--- src/hdl/btksi_pkg.sv ---
`default_nettype none

package btksi_pkg;

    // stream widths (tdata padded to whole bytes)
    localparam int S_TDATA_W = 56;
    localparam int S_TUSER_W = 2;
    localparam int M_TDATA_W = 56;
    localparam int M_TUSER_W = 2;

    // request type codes on s_tuser
    localparam logic [1:0] REQ_INSERT = 2'd0;
    localparam logic [1:0] REQ_CLEAR  = 2'd1;
    localparam logic [1:0] REQ_READ   = 2'd2;

    // status codes on m_tuser
    localparam logic [1:0] STAT_IGNORED  = 2'd0;
    localparam logic [1:0] STAT_INSERTED = 2'd1;
    localparam logic [1:0] STAT_READ     = 2'd2;
    localparam logic [1:0] STAT_CLEARED  = 2'd3;

    // score of an empty slot
    localparam logic [31:0] EMPTY_SCORE = 32'd99999;

    // classified operation handed from front end to engine
    typedef enum logic [1:0] {
        OP_INSERT,
        OP_CLEAR,
        OP_READ,
        OP_IGNORE
    } op_t;

    typedef enum logic [2:0] {
        S_IDLE,
        S_FETCH,
        S_CHECK,
        S_PRIME,
        S_WALK
    } eng_state_t;

    typedef struct packed {
        op_t         op;
        logic [1:0]  bank;
        logic [3:0]  rank;
        logic [15:0] player_id;
        logic [31:0] score;
    } cmd_t;

    typedef struct packed {
        logic [1:0]  status;
        logic [3:0]  placed_rank;
        logic [15:0] out_id;
        logic [31:0] out_score;
    } res_t;

endpackage

`default_nettype wire

--- src/hdl/btksi_front.sv ---
`default_nettype none

module btksi_front #(
    parameter int BANK_COUNT = 3,
    parameter int LIST_DEPTH = 10
) (
    input  wire logic                            s_tvalid,
    output logic                                 s_tready,
    // bank[1:0], player_id[17:2], score[49:18], read_rank[53:50], zero pad
    input  wire logic [btksi_pkg::S_TDATA_W-1:0] s_tdata,
    // req_type[1:0]
    input  wire logic [btksi_pkg::S_TUSER_W-1:0] s_tuser,
    input  wire logic                            q_full,
    output logic                                 q_push,
    output btksi_pkg::cmd_t                      q_cmd
);
    import btksi_pkg::*;

    logic [1:0]  req_type;
    logic [1:0]  bank;
    logic [3:0]  rank;
    logic        bank_ok;
    logic        rank_ok;

    // unpack the transaction
    assign req_type = s_tuser[1:0];
    assign bank     = s_tdata[1:0];
    assign rank     = s_tdata[53:50];

    assign bank_ok = {1'b0, bank} < 3'(BANK_COUNT);
    assign rank_ok = {1'b0, rank} < 5'(LIST_DEPTH);

    // classify the request so the engine only sees legal work
    always_comb begin
        q_cmd.bank      = bank;
        q_cmd.rank      = rank;
        q_cmd.player_id = s_tdata[17:2];
        q_cmd.score     = s_tdata[49:18];
        case (req_type)
            REQ_INSERT: q_cmd.op = bank_ok ? OP_INSERT : OP_IGNORE;
            REQ_CLEAR:  q_cmd.op = OP_CLEAR;
            REQ_READ:   q_cmd.op = (bank_ok && rank_ok) ? OP_READ : OP_IGNORE;
            default:    q_cmd.op = OP_IGNORE;
        endcase
    end

    assign s_tready = !q_full;
    assign q_push   = s_tvalid && !q_full;

endmodule

`default_nettype wire

--- src/hdl/btksi_queue.sv ---
`default_nettype none

module btksi_queue (
    input  wire logic            aclk,
    input  wire logic            aresetn,
    input  wire logic            push,
    input  wire btksi_pkg::cmd_t push_cmd,
    input  wire logic            pop,
    output btksi_pkg::cmd_t      head_cmd,
    output logic                 full,
    output logic                 not_empty
);
    import btksi_pkg::*;

    // two-entry command queue
    cmd_t       slot_reg [2];
    logic       wr_ptr_reg;
    logic       rd_ptr_reg;
    logic [1:0] count_reg;
    logic [1:0] count_next;
    logic       do_push;
    logic       do_pop;

    assign full      = count_reg == 2'd2;
    assign not_empty = count_reg != 2'd0;
    assign head_cmd  = slot_reg[rd_ptr_reg];
    assign do_push   = push && !full;
    assign do_pop    = pop && not_empty;

    always_comb begin
        count_next = count_reg;
        if (do_push && !do_pop) begin
            count_next = count_reg + 2'd1;
        end else if (do_pop && !do_push) begin
            count_next = count_reg - 2'd1;
        end
    end

    // pointers and fill count
    always_ff @(posedge aclk) begin
        if (!aresetn) begin
            wr_ptr_reg <= 1'b0;
            rd_ptr_reg <= 1'b0;
            count_reg  <= 2'd0;
        end else begin
            count_reg <= count_next;
            if (do_push) begin
                wr_ptr_reg <= !wr_ptr_reg;
            end
            if (do_pop) begin
                rd_ptr_reg <= !rd_ptr_reg;
            end
        end
    end

    // storage
    always_ff @(posedge aclk) begin
        if (do_push) begin
            slot_reg[wr_ptr_reg] <= push_cmd;
        end
    end

endmodule

`default_nettype wire

--- src/hdl/btksi_engine.sv ---
`default_nettype none

module btksi_engine #(
    parameter int BANK_COUNT = 3,
    parameter int LIST_DEPTH = 10
) (
    input  wire logic            aclk,
    input  wire logic            aresetn,
    input  wire logic            q_valid,
    input  wire btksi_pkg::cmd_t q_cmd,
    output logic                 q_pop,
    output logic                 m_valid,
    input  wire logic            m_ready,
    output btksi_pkg::res_t      m_res
);
    import btksi_pkg::*;

    localparam int TOTAL  = BANK_COUNT * LIST_DEPTH;
    localparam int ADDR_W = (TOTAL > 1) ? $clog2(TOTAL) : 1;
    localparam int RANK_W = $clog2(LIST_DEPTH);
    localparam logic [RANK_W-1:0] LAST_RANK = RANK_W'(LIST_DEPTH - 1);

    eng_state_t        state_reg;
    eng_state_t        state_next;
    op_t               op_reg;
    logic [ADDR_W-1:0] base_reg;
    logic [15:0]       id_reg;
    logic [31:0]       score_reg;
    logic [RANK_W-1:0] rd_rank_reg;
    logic [RANK_W-1:0] wk_rank_reg;
    logic [RANK_W-1:0] pos_reg;
    logic              placed_reg;
    logic [15:0]       carry_id_reg;
    logic [31:0]       carry_score_reg;
    logic              out_valid_reg;
    res_t              out_res_reg;

    // entry store with a valid bit per entry; invalid entries read as empty
    logic [15:0]       mem_id    [TOTAL];
    logic [31:0]       mem_score [TOTAL];
    logic [TOTAL-1:0]  valid_reg;
    logic [15:0]       rd_id_reg;
    logic [31:0]       rd_score_reg;
    logic              rd_vld_reg;

    logic [ADDR_W-1:0] rd_addr;
    logic [ADDR_W-1:0] wk_addr;
    logic [15:0]       old_id;
    logic [31:0]       old_score;
    logic              wk_last;

    // control outputs of the sequencer
    logic              clear_all;
    logic              res_load;
    res_t              res_next;
    logic              wr_en;
    logic [15:0]       wr_id;
    logic [31:0]       wr_score;
    logic              place_now;

    assign rd_addr   = base_reg + ADDR_W'(rd_rank_reg);
    assign wk_addr   = base_reg + ADDR_W'(wk_rank_reg);
    assign old_id    = rd_vld_reg ? rd_id_reg : 16'd0;
    assign old_score = rd_vld_reg ? rd_score_reg : EMPTY_SCORE;
    assign wk_last   = wk_rank_reg == LAST_RANK;

    // next state
    always_comb begin
        state_next = state_reg;
        case (state_reg)
            S_IDLE: begin
                if (q_valid && !out_valid_reg &&
                    (q_cmd.op == OP_INSERT || q_cmd.op == OP_READ)) begin
                    state_next = S_FETCH;
                end
            end
            S_FETCH: begin
                state_next = S_CHECK;
            end
            S_CHECK: begin
                if (op_reg == OP_INSERT && score_reg < old_score) begin
                    state_next = S_PRIME;
                end else begin
                    state_next = S_IDLE;
                end
            end
            S_PRIME: begin
                state_next = S_WALK;
            end
            S_WALK: begin
                if (wk_last) begin
                    state_next = S_IDLE;
                end
            end
            default: begin
                state_next = S_IDLE;
            end
        endcase
    end

    // sequencer outputs
    always_comb begin
        q_pop     = 1'b0;
        clear_all = 1'b0;
        res_load  = 1'b0;
        res_next  = '0;
        wr_en     = 1'b0;
        wr_id     = id_reg;
        wr_score  = score_reg;
        place_now = 1'b0;
        case (state_reg)
            S_IDLE: begin
                q_pop = q_valid && !out_valid_reg;
                if (q_pop && q_cmd.op == OP_IGNORE) begin
                    res_load        = 1'b1;
                    res_next.status = STAT_IGNORED;
                end else if (q_pop && q_cmd.op == OP_CLEAR) begin
                    clear_all       = 1'b1;
                    res_load        = 1'b1;
                    res_next.status = STAT_CLEARED;
                end
            end
            S_CHECK: begin
                if (op_reg == OP_READ) begin
                    res_load           = 1'b1;
                    res_next.status    = STAT_READ;
                    res_next.out_id    = old_id;
                    res_next.out_score = old_score;
                end else if (!(score_reg < old_score)) begin
                    // does not beat the last entry
                    res_load        = 1'b1;
                    res_next.status = STAT_IGNORED;
                end
            end
            S_WALK: begin
                // new entry lands at the first strictly worse slot, then
                // each later slot takes its predecessor
                if (!placed_reg && (old_score > score_reg || wk_last)) begin
                    wr_en     = 1'b1;
                    place_now = 1'b1;
                end else if (placed_reg) begin
                    wr_en    = 1'b1;
                    wr_id    = carry_id_reg;
                    wr_score = carry_score_reg;
                end
                if (wk_last) begin
                    res_load             = 1'b1;
                    res_next.status      = STAT_INSERTED;
                    res_next.placed_rank = place_now ? 4'(wk_rank_reg) : 4'(pos_reg);
                end
            end
            default: begin
            end
        endcase
    end

    // control state
    always_ff @(posedge aclk) begin
        if (!aresetn) begin
            state_reg     <= S_IDLE;
            out_valid_reg <= 1'b0;
            placed_reg    <= 1'b0;
            valid_reg     <= '0;
        end else begin
            state_reg <= state_next;
            if (res_load) begin
                out_valid_reg <= 1'b1;
            end else if (m_ready) begin
                out_valid_reg <= 1'b0;
            end
            if (q_pop) begin
                placed_reg <= 1'b0;
            end else if (place_now) begin
                placed_reg <= 1'b1;
            end
            if (clear_all) begin
                valid_reg <= '0;
            end else if (wr_en) begin
                valid_reg[wk_addr] <= 1'b1;
            end
        end
    end

    // request latch and walk counters
    always_ff @(posedge aclk) begin
        if (q_pop) begin
            op_reg    <= q_cmd.op;
            base_reg  <= ADDR_W'(q_cmd.bank * LIST_DEPTH);
            id_reg    <= q_cmd.player_id;
            score_reg <= q_cmd.score;
            rd_rank_reg <= (q_cmd.op == OP_READ) ? RANK_W'(q_cmd.rank) : LAST_RANK;
        end else if (state_reg == S_CHECK) begin
            rd_rank_reg <= '0;
        end else if (state_reg == S_PRIME) begin
            rd_rank_reg <= RANK_W'(1);
            wk_rank_reg <= '0;
        end else if (state_reg == S_WALK) begin
            if (rd_rank_reg != LAST_RANK) begin
                rd_rank_reg <= rd_rank_reg + RANK_W'(1);
            end
            wk_rank_reg <= wk_rank_reg + RANK_W'(1);
        end
        if (place_now || (state_reg == S_WALK && placed_reg)) begin
            carry_id_reg    <= old_id;
            carry_score_reg <= old_score;
        end
        if (place_now) begin
            pos_reg <= wk_rank_reg;
        end
        if (res_load) begin
            out_res_reg <= res_next;
        end
    end

    // entry store: one write, one registered read per cycle
    always_ff @(posedge aclk) begin
        if (wr_en) begin
            mem_id[wk_addr]    <= wr_id;
            mem_score[wk_addr] <= wr_score;
        end
        rd_id_reg    <= mem_id[rd_addr];
        rd_score_reg <= mem_score[rd_addr];
        rd_vld_reg   <= valid_reg[rd_addr];
    end

    assign m_valid = out_valid_reg;
    assign m_res   = out_res_reg;

    // checks
    a_pop_out_free: assert property (@(posedge aclk) disable iff (!aresetn)
        q_pop |-> !out_valid_reg)
        else $error("request taken while result register busy");

    a_load_out_free: assert property (@(posedge aclk) disable iff (!aresetn)
        res_load |-> !out_valid_reg)
        else $error("result overwritten before transfer");

    a_clear_empties: assert property (@(posedge aclk) disable iff (!aresetn)
        (q_pop && q_cmd.op == OP_CLEAR) |=> (valid_reg == '0))
        else $error("clear left valid entries");

    a_write_in_walk: assert property (@(posedge aclk) disable iff (!aresetn)
        wr_en |-> (state_reg == S_WALK && $past(state_reg) != S_IDLE))
        else $error("entry store written outside the insert walk");

endmodule

`default_nettype wire

--- src/hdl/banked_top_k_sorted_insert_unit.sv ---
`default_nettype none

// Banked top-K list keeper. BANK_COUNT lists of LIST_DEPTH entries each,
// every entry an id and a score kept in ascending score order.
// Slave channel s_*: one request per transaction, type on s_tuser
// (insert, clear, read). Master channel m_*: exactly one result per request,
// status on m_tuser, placed rank, id and score on m_tdata.
// A front end classifies requests into a two-entry queue; the engine runs
// one request at a time against a one-read one-write entry store.
// Engine steps per request: an ignored or clear request is answered as it is
// popped, a read fetches and checks its slot, and an insert checks the last slot,
// then walks one slot per cycle through the store port.
// Requests are not overlapped in the engine, and it takes the next one only
// after the result register has emptied.
// Reset empties all lists (id 0, score 99999) at once through per-entry
// valid bits; no sweep is needed. A clear request does the same.
// When m_tready is low the result waits in the output register; the queue
// still takes up to two more requests before s_tready drops.
module banked_top_k_sorted_insert_unit #(
    parameter int BANK_COUNT = 3,
    parameter int LIST_DEPTH = 10
) (
    input  wire logic                            aclk,
    input  wire logic                            aresetn,
    input  wire logic                            s_tvalid,
    output logic                                 s_tready,
    // bank[1:0], player_id[17:2], score[49:18], read_rank[53:50], zero pad
    input  wire logic [btksi_pkg::S_TDATA_W-1:0] s_tdata,
    // req_type[1:0]
    input  wire logic [btksi_pkg::S_TUSER_W-1:0] s_tuser,
    output logic                                 m_tvalid,
    input  wire logic                            m_tready,
    // placed_rank[3:0], out_id[19:4], out_score[51:20], zero pad
    output logic [btksi_pkg::M_TDATA_W-1:0]      m_tdata,
    // status[1:0]
    output logic [btksi_pkg::M_TUSER_W-1:0]      m_tuser
);
    import btksi_pkg::*;

    logic q_full;
    logic q_push;
    logic q_pop;
    logic q_not_empty;
    cmd_t push_cmd;
    cmd_t head_cmd;
    res_t res;

    btksi_front #(
        .BANK_COUNT (BANK_COUNT),
        .LIST_DEPTH (LIST_DEPTH)
    ) u_front (
        .s_tvalid (s_tvalid),
        .s_tready (s_tready),
        .s_tdata  (s_tdata),
        .s_tuser  (s_tuser),
        .q_full   (q_full),
        .q_push   (q_push),
        .q_cmd    (push_cmd)
    );

    btksi_queue u_queue (
        .aclk      (aclk),
        .aresetn   (aresetn),
        .push      (q_push),
        .push_cmd  (push_cmd),
        .pop       (q_pop),
        .head_cmd  (head_cmd),
        .full      (q_full),
        .not_empty (q_not_empty)
    );

    btksi_engine #(
        .BANK_COUNT (BANK_COUNT),
        .LIST_DEPTH (LIST_DEPTH)
    ) u_engine (
        .aclk    (aclk),
        .aresetn (aresetn),
        .q_valid (q_not_empty),
        .q_cmd   (head_cmd),
        .q_pop   (q_pop),
        .m_valid (m_tvalid),
        .m_ready (m_tready),
        .m_res   (res)
    );

    // pack the result transaction
    assign m_tdata = {4'd0, res.out_score, res.out_id, res.placed_rank};
    assign m_tuser = res.status;

endmodule

`default_nettype wire
--- config.mk ---
export PLATFORM = sky130hd
export DESIGN_NAME = banked_top_k_sorted_insert_unit
export DESIGN_NICKNAME = d
export VERILOG_FILES = /design/src/hdl/btksi_pkg.sv /design/src/hdl/btksi_front.sv /design/src/hdl/btksi_queue.sv /design/src/hdl/btksi_engine.sv /design/src/hdl/banked_top_k_sorted_insert_unit.sv
export SDC_FILE = /design/constraint.sdc
export NUM_CORES = 2
export LEC_CHECK = 0
export ABC_AREA = 1
export BUFFER_PORTS_ARGS = -buffer_cell sky130_fd_sc_hd__buf_2
export CAP_MARGIN = 20
export CORE_ASPECT_RATIO = 0.9
export CORE_MARGIN = 3
export CORE_UTILIZATION = 65
export CTS_BUF_LIST = sky130_fd_sc_hd__clkbuf_4 sky130_fd_sc_hd__clkbuf_8
export CTS_CLUSTER_DIAMETER = 50
export CTS_CLUSTER_SIZE = 20
export DETAILED_ROUTE_END_ITERATION = 6
export PLACE_DENSITY = 0.82
export SYNTH_ARGS = -nofsm -noshare
export SYNTH_HDL_FRONTEND = slang
export SYNTH_SLANG_ARGS = --single-unit
--- constraint.sdc ---
create_clock -name aclk -period 6.4 [get_ports aclk]
set_clock_uncertainty 0.2 [all_clocks]
set_input_delay 1.28 -clock aclk [delete_from_list [all_inputs] [get_ports aclk]]
set_output_delay 1.28 -clock aclk [all_outputs]
set_load 0.03 [all_outputs]
# Word level (Yosys, flattened, before mapping)
# Memory sizes are Yosys's and may differ from the RTL's. A register that Yosys moved wholly into a read port is not among the register bits.
# Cells that the tools add are included.
[word_totals]
latchBits = 0
inputBits = 62
register_bits = 208
romBits = 0
output_inout_bits = 60
wordCells = 155
memories = 3
ram_bits = 1552
[mem_list]
columns = ["memory", "words", "word_bits", "rd", "rd_clocked_by_memory_dff", "wr", "line", "source"]
rows = [
  ["u_engine.mem_score", 30, 32, 1, 1, 1, "btksi_engine.sv:40", "logic [31:0] mem_score [TOTAL];"],
  ["u_engine.mem_id", 30, 16, 1, 1, 1, "btksi_engine.sv:39", "logic [15:0] mem_id [TOTAL];"],
  ["u_queue.slot_reg", 2, 56, 1, 1, 1, "btksi_queue.sv:16", "cmd_t slot_reg [2];"],
]
[classes]
n_shift = 0
mux = 57
add_sub_neg = 6
n_reduce_logical = 41
n_div = 0
multipliers = 1
eq_ne = 15
magnitude_cmp = 7
bitwise_logic = 4
[op_table]
columns = ["cell", "count"]
rows = [
  ["$mux W32", 4],
  ["$mux W16", 4],
  ["$gt A32 B32 Y1", 1],
  ["$lt A32 B32 Y1", 1],
  ["$mux W4", 8],
  ["$or A30 B30 Y30", 1],
  ["$mux W1", 25],
  ["$pmux W3 S5", 1],
  ["$logic_and A1 B1 Y1", 14],
  ["$mux W2", 7],
  ["$lt A5 B6 Y1 const B", 2],
  ["$pmux W2 S3", 2],
  ["$add A5 B4 Y5", 2],
  ["$eq A2 B2 Y1 const B", 5],
  ["$add A4 B1 Y4 const B", 2],
  ["$reduce_and A2 Y1", 4],
  ["$reduce_bool A2 Y1", 4],
  ["$reduce_bool A4 Y1", 2],
  ["$logic_not A1 Y1", 7],
  ["$eq A3 B2 Y1 const B", 2],
  ["$logic_not A2 Y1", 3],
  ["$mux W3", 2],
  ["$bmux W1 S5", 1],
  ["$demux W1 S5", 1],
  ["19 further kinds", 26],
]

# Longest topological paths before layout
[depth]
depth_word = 9
mapped_depth = 18

# By module
# A second synthesis with hierarchy kept.
[hier_totals]
cells_unflattened = 5107
hier_area_um2 = 70829.2
[by_module_without_submodules]
columns = ["mod", "seq_area_each_um2", "cells_per_inst", "area_per_inst_um2", "instances"]
rows = [
  ["btksi_engine", 49907.9, 4824, 65885.7, 1],
  ["btksi_queue", 3463.3, 211, 4450.5, 1],
  ["btksi_front", 0.0, 67, 459.2, 1],
  ["banked_top_k_sorted_insert_unit", 0.0, 5, 33.8, 1],
]

# Least setup slack after synthesis
# No wires, ideal clock.
[synth_path]
path_type = "input to register"
start = "input s_tvalid"
end = "memory u_queue.slot_reg[1][0] in the netlist's numbering (enable)"
path_slack_ps = 1980
required_time_ps = 5728
setup_ps = 472
path_stages = 2
arrival_time_ps = 3748
path_buffers = 0
cell_sequence = "nand2_1 -> nor2_1"
[synth_via]
elab_chain_cells = 4
[synth_lines]
columns = ["item", "line", "source"]
rows = [
  ["start, declared", "banked_top_k_sorted_insert_unit.sv:25", "input wire logic s_tvalid,"],
  ["$logic_and A1 B1 Y1", "btksi_front.sv:48", "assign q_push = s_tvalid && !q_full;"],
  ["$logic_and A1 B1 Y1", "btksi_queue.sv:27", "assign do_push = push && !full;"],
  ["$mux W1", "btksi_queue.sv:58", "if (do_push) begin"],
  ["$mux W1 (implied by the code)", "btksi_queue.sv:59", "slot_reg[wr_ptr_reg] <= push_cmd;"],
  ["end, declared", "btksi_queue.sv:16", ""],
]
# No other way between the ends.

# Worst setup path in the final report
[layout_path]
start = "register u_engine.rd_vld_reg"
end = "memory u_engine.mem_score[23][24] (enable)"
[layout_via]
elab_chain_cells = 8
[layout_lines]
columns = ["item", "line", "source"]
rows = [
  ["start, declared", "btksi_engine.sv:44", "logic rd_vld_reg;"],
  ["start signal, assigned", "btksi_engine.sv:223", "rd_vld_reg <= valid_reg[rd_addr];"],
  ["$mux W32", "btksi_engine.sv:64", "assign old_score = rd_vld_reg ? rd_score_reg : EMPTY_SCORE;"],
  ["$gt A32 B32 Y1", "btksi_engine.sv:138", "if (!placed_reg && (old_score > score_reg || wk_last)) begin"],
  ["$logic_or A1 B1 Y1", "btksi_engine.sv:138", ""],
  ["$logic_and A1 B1 Y1", "btksi_engine.sv:138", ""],
  ["$mux W1", "btksi_engine.sv:138", ""],
  ["$mux W1", "btksi_engine.sv:111", "case (state_reg)"],
  ["$mux W1", "btksi_engine.sv:217", "if (wr_en) begin"],
  ["$mux W1 (implied by the code)", "btksi_engine.sv:219", "mem_score[wk_addr] <= wr_score;"],
  ["end, declared", "btksi_engine.sv:40", ""],
]
# No other way between the ends.

==> metrics.csv <==
stage;metric;value;unit
setup_path;crit_path_max_fanout;30;
place;dp.final_hpwl;96400;um
synth;syn_area;0.0702;mm^2
finish;nNetsFinal;5214;
drt;post_drt_wl_per_cell;25.9;um
finish;mostFrequentLayoutCells;edfxtp_1 (1718), nor2_1 (856), o21ai_0 (735);
place;place_congestion;0.872;
setup_path;endpoint;u_engine.mem_score[23][24];
setup_path;r2r_start;u_engine.rd_vld_reg;
drt;drt_iter0_drc;7300;
timing;hold_viol;0;
timing;rsz0062_at_grt;false;
clock_tree;post_cts_buffers;0;
setup_path;start_kind;flop;
min_path;hp-class;flop to flop;
finish;layout.cells.most_common;edfxtp_1;
timing;setup_viol;0;
floorplan;dieHeight;318;um
clock_tree;cts_max_level;4;
synth;yosysWarnings;0;
timing;timing.fmax;186;MHz
global_routing;antenna_found_initial;3;
setup_path;r2r_slack;1.01;ns
clock_tree;cts_resized;0;
drt;post-route-drc-count;14;
finish;syn_to_final_growth;6.88;%
drt;drtPass1Iterations;7;
synth;synth-adder-area-share;0.00806;
setup_path;cp-startpoint;u_engine.rd_vld_reg;
timing;slew_headroom;0.213;
timing;finalCriticalPeriod;5.39;ns
flow_run;max-cap-violations;0;
synth;yosys.area_share.simple;0.0793;
timing;finalSetupTns;0;ns
setup_path;cp.required;6.76;ns
synth;ys_seq_elements;1807;
clock_tree;clk-insertion-delay-late;0.87;ns
floorplan;dieArea;0.112;mm^2
global_routing;first_global_vias;42560;
status;violations;DRC;
floorplan;core_area;0.106;mm^2
drt;ant_nets;0;
timing;drv_slew;0;
floorplan;core.rowCount;113;
clock_tree;hold_buffers;0;
floorplan;initial_core_util;0.660;
setup_path;end_kind;flop;
status;outcome;finished, violations left;
finish;largest_reg_flops;960;
timing;worst_pin_slew;1.18;ns
synth;yosysSeqAreaShare;0.761;
finish;drive_gt1_frac;0.107;
setup_path;worstSetupPathType;flop to flop;
global_routing;grt-ovfl-total;0;
synth;syn_avg_cell_area;13.7;um^2
clock_tree;cts-root-buf;clkbuf_8;
floorplan;die_x;352;um
setup_path;r2r-end;u_engine.mem_score[23][24];
synth;synth_top_family_by_area;compound AO/OA/AOI/OAI gates;
clock_tree;cts_sinks;1807;
drt;drt-vias-per-instance;6.64;
clock_tree;clock_path_buffers;3;
synth;synth_cells;5114;
global_routing;grt_pass1_wl;258000;um
drt;drt-total-wl;173000;um
global_routing;grt_max_degree;197;
synth;synth_compound_gate_area_share;0.112;
clock_tree;cts_tree;built;
synth;yosysUniqueCellTypes;45;
setup_path;arrival;5.75;ns
setup_path;r2r.worst_path.cells;11;
finish;fin_util;0.705;
drt;num_vias;44212;
timing;finalCritPeriodShare;0.842;
finish;fillers;6587;
synth;muxShareOfSynthArea;0.00754;
clock_tree;clk_pin_slew;0.11;ns
clock_tree;cts_made_buffers;132;
floorplan;pin_count;122;
place;port_buffers;115;
synth;synth_xor_area_frac;0.00109;
global_routing;track_usage;0.304;
-- per-layer routing --
layer	vias up	track usage	share of wire
met5	-	0	0
met4	0	0.156	0.053
met3	509	0.0525	0.11
met2	3050	0.481	0.48
met1	21621	0.413	0.36
li1	19032	-	-
-- layout make-up --
cell class	count	area [um^2]	share of cell area
antenna	3	7.51	0.000100
clock buffer	153	2020	0.0269
clock inverter	88	952	0.0127
inverter	164	689	0.00919
multi-input combinational	2796	14700	0.196
sequential	1807	53400	0.712
tap	1437	1800	0.0240
timing repair buffer	207	1460	0.0195
-- logic make-up (layout without fill, tap and decap cells) --
logic type,after synthesis,after routing
xor gates and xnor gates,7,7
other,1,7
AOI/OAI and AO/OA,1303,1303
DFF,1807,1807
adders and majority gates,44,44
and+or+nand+nor,1391,1391
muxes,47,47
buffers and inverters,514,612
-- critical path, cell delays in order, from the launching register on --
cell      delay [ns]
dfxtp_2         0.73
clkinv_1        0.51
nor2_1          0.35
ha_1            0.18
nand2_1         0.06
nor4b_1         0.71
nand2_1         0.37
nand2_2         0.18
nand3_2         0.46
nand3_1         0.31
clkinv_2        0.54
buf_12          0.42
-- metrics by stage --
| step | cell area (um^2) | hold slack, ns | instances | setup WS (ns) |
|---|---|---|---|---|
| floorplan | 70200 | 0.227 | 5117 | 1.98 |
| global placement | 72000 | 0.233 | 6409 | 1.36 |
| detailed placement | 72000 | 0.237 | 6409 | 1.30 |
| CTS | 74900 | 0.253 | 6650 | 1.26 |
| global route | 75000 | 0.272 | 6653 | 0.803 |
| finish | 75000 | 0.257 | 6655 | 1.01 |
-- cell usage after synthesis, drive strengths merged --
master / n / area (um^2)
o211ai: 49 / 368
ha: 42 / 526
o21bai: 1 / 7.51
o221ai: 220 / 1930
o21ai: 741 / 3710
nand4: 3 / 18.8
buf: 135 / 743
clkbuf: 215 / 807
conb: 1 / 3.75
fa: 2 / 40.0
xnor2: 3 / 26.3
nor2: 860 / 3230
a32oi: 45 / 394
nor4b: 1 / 8.76
nand3: 168 / 926
a21oi: 66 / 330
dfxtp: 89 / 1780
nor3: 5 / 25.0
a221oi: 3 / 26.3
and3: 1 / 6.26
clkinv: 2 / 7.51
a211oi: 1 / 7.51
edfxtp: 1718 / 51600
nand3b: 2 / 15.0
o32ai: 2 / 17.5
a21o: 1 / 7.51
and2: 1 / 6.26
o22ai: 121 / 757
xor2: 4 / 50.1
or2: 3 / 18.8
a31oi: 50 / 313
nand2: 347 / 1310
mux2: 47 / 529
inv: 162 / 611
o21a: 3 / 22.5
-- worst min-delay path by stage --
stage / start / to / slack (ns) / cells after the start
final: u_engine.valid_reg[24] / u_engine.valid_reg[24] / 0.26 / 2
after global routing: u_engine.valid_reg[0] / u_engine.valid_reg[0] / 0.27 / 2
after CTS: u_engine.valid_reg[24] / u_engine.valid_reg[24] / 0.25 / 2
after detailed placement: u_engine.valid_reg[24] / u_engine.valid_reg[24] / 0.24 / 2
after global placement: u_engine.valid_reg[16] / u_engine.valid_reg[16] / 0.23 / 2
after floorplan: u_engine.valid_reg[0] / u_engine.valid_reg[0] / 0.23 / 2
Power is left out: the tool's default activity adds up to more than one toggle a clock period on the data nets, which glitch-free logic cannot reach.
